$ cat src/hw/rtl/assert_macros.svh
// assertion macros shared by the rtl
`ifndef ASSERT_MACROS_SVH
`define ASSERT_MACROS_SVH
// checked property, disabled while in reset
`define CHK_PROP(lbl, clk_s, rst_s, prop, msg) \
  lbl: assert property (@(posedge clk_s) disable iff (rst_s) prop) else $error(msg);
// checked property, also during reset
`define CHK_ALWAYS(lbl, clk_s, prop, msg) \
  lbl: assert property (@(posedge clk_s) prop) else $error(msg);
`endif

$ cat src/hw/rtl/rtpv_pkg.sv
// shared types and constants for the running temporal pixel variance block
package rtpv_pkg;
  localparam int MAX_WIDTH  = 640;
  localparam int MAX_HEIGHT = 480;
  localparam int MAX_FRAMES = 65535;
  localparam int NCHAN      = 3;
  localparam int DEPTH      = MAX_WIDTH * MAX_HEIGHT;
  localparam int ADDR_W     = $clog2(DEPTH);
  localparam int SUM_W      = 24;
  localparam int SQ_W       = 32;
  localparam int ENT_W      = SUM_W + SQ_W;
  localparam int WORD_W     = NCHAN * ENT_W;
  localparam int PROD_W     = 48;
  localparam int CFG_W      = 10;

  localparam logic CFG_WIDTH  = 1'b0;
  localparam logic CFG_HEIGHT = 1'b1;

  typedef enum logic [2:0] {
    S_CLEAR, S_IDLE, S_UPD, S_MULA, S_MULB, S_SUB, S_DIV, S_OUT
  } state_t;

  typedef struct packed {
    logic clr;
    logic accept;
    logic upd;
    logic mula;
    logic mulb;
    logic sub;
    logic div;
  } cmd_t;

  typedef struct packed {
    logic clr_done;
    logic div_done;
    logic ch_last;
  } sts_t;
endpackage

$ cat src/hw/rtl/rtpv_ctrl.sv
// controller state machine for the variance block
module rtpv_ctrl (
  input  logic           clk,
  input  logic           rst,
  input  logic           in_valid,
  output logic           in_ready,
  output logic           out_valid,
  input  logic           out_ready,
  input  rtpv_pkg::sts_t sts,
  output rtpv_pkg::cmd_t cmd
);
  import rtpv_pkg::*;

  state_t state, state_next;

  always_ff @(posedge clk) begin
    if (rst) begin
      state <= S_CLEAR;
    end else begin
      state <= state_next;
    end
  end

  always_comb begin
    state_next = state;
    cmd        = '0;
    in_ready   = 1'b0;
    out_valid  = 1'b0;
    case (state)
      S_CLEAR: begin
        cmd.clr = 1'b1;
        if (sts.clr_done) state_next = S_IDLE;
      end
      S_IDLE: begin
        in_ready   = 1'b1;
        cmd.accept = in_valid;
        if (in_valid) state_next = S_UPD;
      end
      S_UPD: begin
        cmd.upd    = 1'b1;
        state_next = S_MULA;
      end
      S_MULA: begin
        cmd.mula   = 1'b1;
        state_next = S_MULB;
      end
      S_MULB: begin
        cmd.mulb   = 1'b1;
        state_next = S_SUB;
      end
      S_SUB: begin
        cmd.sub    = 1'b1;
        state_next = S_DIV;
      end
      S_DIV: begin
        cmd.div = 1'b1;
        if (sts.div_done) state_next = sts.ch_last ? S_OUT : S_MULA;
      end
      S_OUT: begin
        out_valid = 1'b1;
        if (out_ready) state_next = S_IDLE;
      end
      default: state_next = S_IDLE;
    endcase
  end
endmodule

$ cat config.mk
export PLATFORM = sky130hd
export DESIGN_NAME = rtpv_ctrl
export DESIGN_NICKNAME = d
export VERILOG_FILES = /design/src/hw/rtl/assert_macros.svh /design/src/hw/rtl/rtpv_pkg.sv /design/src/hw/rtl/rtpv_ctrl.sv
export SDC_FILE = /design/constraint.sdc
export NUM_CORES = 1
export LEC_CHECK = 0
export ABC_CLOCK_PERIOD_IN_PS = 1390
export BUFFER_PORTS_ARGS = -buffer_cell sky130_fd_sc_hd__clkbuf_2
export CAP_MARGIN = 20
export CORE_AREA = 2 2 39 41
export DETAILED_ROUTE_END_ITERATION = 7
export DIE_AREA = 0 0 41 43
export MAX_ROUTING_LAYER = met4
export PLACE_DENSITY_LB_ADDON = 0.05
export SLEW_MARGIN = 20
export SYNTH_ARGS = -nofsm -noshare
export SYNTH_HDL_FRONTEND = slang
export SYNTH_SLANG_ARGS = --single-unit
$ cat constraint.sdc
create_clock -name clk -period 1.39 [get_ports clk]
set_input_delay 0.0695 -clock clk [delete_from_list [all_inputs] [get_ports clk]]
set_output_delay 0.0695 -clock clk [all_outputs]
set_load 0.01 [all_outputs]
== After elaboration in Yosys (flattened, before gate mapping) ==
Cells that the tools add are included.
Widths: inputs -> output; s select.

* Register bits: 3
* Bits of input ports: 7
* Output and inout bits: 9

* Equality and inequality tests: 11
* Multiplexer cells: 15
* Reduce and logical (&&, ||, !) cells: 2

{| class="wikitable"
|+ Operators with widths
! cell !! count
|-
| $pmux 3 s8 || 1
|-
| $mux 3 || 5
|-
| $eq 3x3->1 const B || 4
|-
| $mux 1 || 9
|-
| $ne 2x2->1 const B || 4
|-
| $eq 3x2->1 const B || 2
|-
| $reduce_and 4->1 || 1
|-
| $eq 3x1->1 const B || 1
|-
| $logic_not 3->1 || 1
|}

== Depth between registers and ports, before layout ==
* Depth after elaboration: 3
* Gate-level depth with buffers: 5
* Gate-level depth less buffers: 4

== Worst setup path after synthesis ==
No wires, ideal clock.

* Kind: register to register
* From: register state[2]
* To: register state[2]
* Setup time: 115 ps
* Data arrival time: 988 ps
* Data required time: 1,275 ps
* Slack: 287 ps
* Stages on the path, launching flop included: 6
* Path buffers: 1
* Cell sequence: dfxtp_1 -> buf_4 -> inv_1 -> nor2_1 -> a221oi_1 -> o21a_1

* Cells in the longest elaborated chain, start to end: 3
* Elaborated cells on any way between the ends: 14
* Those cells by class: eq/ne: 11; mux: 1; reduce/logical: 2

{| class="wikitable"
|+ RTL lines
! item !! line !! text
|-
| start, declared || rtpv_ctrl.sv:14 || <nowiki>state_t state, state_next;</nowiki>
|-
| start signal, assigned || rtpv_ctrl.sv:20 || <nowiki>state <= state_next;</nowiki>
|-
| $eq 3x3->1 (tied with other cells) || rtpv_ctrl.sv:29 || <nowiki>case (state)</nowiki>
|-
| $ne 2x2->1 (no line) || n/a ||
|-
| $reduce_and 4->1 (no line) || n/a ||
|}

Several ways; a longest one is shown, not always the timed one.
A chain may end at the register's enable or synchronous reset.

==> run summary <==
Status -> finished, final reports clean
DR vias -> 301
Hold-fix buffers at CTS -> 0
Critical path type -> flip-flop to output pin
Wirelength, routed -> 701 µm
WL per Instance -> 10.3 µm
Share of cells above drive strength 1 -> 0.423
Pins Over Slew Limit -> 0
Syn Area/Cell -> 6.94 µm²
Nets@finish -> 60
CP startpoint kind -> flip-flop
RSZ-0062 raised after global routing -> false
Hpwl dp -> 548 µm
P_leak -> 0.173 nW
Max reg flops -> 3
WP data required -> 1320 ps
EDFF count, synth -> 0
Critical path arrival -> 1220 ps
Initial antenna violation count -> 0
Clock Sinks -> 3
Depth of the worst register-to-register path -> 2
Initial Util -> 0.175
Yosys cell types -> 21
Ys flop type -> dfxtp_1
Chip width -> 41 µm
Fmax -> 776 MHz
Setup crit end kind -> output pin
First-pass GRT wire length -> 1120 µm
Count leader, synth -> nor2_1
Max H-tree Level -> 1
# fillers -> 172
Setup WS post-layout -> 101 ps
Largest net degree at the start of global routing -> 11
I/O pin cnt -> 16
Pre-CTS WS -> 154 ps
Clk buf depth -> 2
Initial DRT Pass Iterations -> 2
PortBufs -> 15
Synth Net Count -> 42
# resized after CTS -> 0
Total CTS buffers -> 3
Hold Fails Final Rpt -> 0
Final Core Density -> 0.255
Tot GR Track Use -> 0.0955
Worst VDD drop -> 0.000379 V
Synth Register Bits -> 3
Area contributors post-synth -> dfxtp_1, nor2_1, a21oi_1
FF-to-FF Start -> state[1]
Root Driver -> clkbuf_4
Largest regs -> state: 3 flops
Seq/Total Area, Yosys -> 0.247
Cell Area, Synth -> 243 µm²
Minimum clock period -> 1290 ps
Via density -> 4.43
Hold crit path type -> input pin to flip-flop
GPL Wtd Cong -> 0.685
DIE AREA -> 0.00176 mm²
DRT iter0 DRCs -> 2
Synth async-reset ratio -> 0
CP max FO -> 8
Area grow syn2layout -> 45.4%
Max_slew headroom -> 0.806
Cell taking the most area after synthesis -> dfxtp_1
Ys Warns -> 0
Synth top cells by count -> nor2_1, a21oi_1, dfxtp_1, nand2_1
Setup bufs post-CTS -> 0
Worst Setup SP -> state[0]
Power Dens Cells -> 1210 mW/mm²
Fin crit share -> 0.927
Reg-to-reg critical path endpoint -> state[0]
Setup TNS -> 0 ps
Final setup fails -> 0
Biggest register -> state
WHS -> 32.2 ps
Ant. Diodes -> 0
Maxcap violations -> 0
Crit path to -> cmd[0]
Residual DRC count -> 0
Clock latency at the later pin of the worst-skew pair -> 230 ps
Worst-path clk slew -> 40 ps
Vias in the first global route -> 284
Core box area -> 0.00138 mm²
Top cell type's share of synthesized area -> 0.247
Rows -> 14
GR Overflow Total -> 0
Synth Instances -> 35
DRT antenna net count -> 0
Hold-critical path depth -> 2
R2R setup slack -> 300 ps
Die extent in y -> 43 µm
CTS tree -> yes
Final Skew -> 1.39 ps
Worst Max-Slew Pin Slew -> 290 ps
## critical path, stage by stage (launching register included)
cell and delay, ps:
dfxtp_2 350, buf_4 160, or2b_1 250, nor2_1 90
clkbuf_2 130
## final cells by class
| type | instances | area (µm²) | area share |
|---|---|---|---|
| Tap cell | 16 | 20.0 | 0.0567 |
| Sequential cell | 3 | 63.8 | 0.181 |
| Clock buffer | 4 | 26.3 | 0.0745 |
| Timing Repair Buffer | 16 | 82.6 | 0.234 |
| Inverter | 2 | 7.51 | 0.0213 |
| Multi-Input combinational cell | 27 | 153 | 0.433 |
## worst min-delay path by stage
stage,start,end,slack [ps]
after detailed placement,rst,state[1],270
after global placement,rst,state[1],280
after CTS,rst,state[1],30
final,rst,state[1],30
after global routing,rst,state[1],30
after floorplan,rst,state[1],140
## where the power goes
part	internal, W	switching (W)
Combinational	0.0000695	0.0000745
Clock	0.000107	0.0000428
Sequential	0.000103	0.0000297
## cells in the final DEF (no fill, tap or decap)
cell,count
mux2i_1,1
a2bb2oi_1,1
o22ai_1,1
nand2_1,3
or2b_1,1
inv_1,2
a21oi_1,3
nor2_1,7
dfxtp_2,3
nor3b_1,1
clkbuf_2,15
or3_1,1
a221oi_1,1
nand2b_1,1
and3_1,1
and2_1,1
nor3_1,2
buf_4,1
clkbuf_4,3
clkbuf_1,1
o21a_1,1
a311oi_1,1
## kinds of logic (layout without fill, tap and decap cells)
logic type,count (synthesis),after routing,share of synthesized area
and+or+nand+nor,18,18,0.361
AOI/OAI and AO/OA,8,8,0.227
buffers and inverters,5,22,0.124
DFF,3,3,0.247
muxes,1,1,0.0412
## layer usage
| layer | global-route usage | share of wire |
|---|---|---|
| met4 | 0.0400 | 0 |
| met2 | 0.109 | 0.44 |
| met5 | - | 0 |
| met3 | 0.0524 | 0.081 |
| met1 | 0.134 | 0.48 |
## stage by stage
step / total power, W / std cells / instance area (µm²)
global placement: 0.000278 / 64 / 323
global route: 0.000467 / 68 / 353
finish: 0.000427 / 68 / 353
CTS: 0.000435 / 68 / 349
detailed placement: 0.000276 / 64 / 323
floorplan: 0.000228 / 35 / 243
No activity file was read; power rests on OpenSTA's default activity.
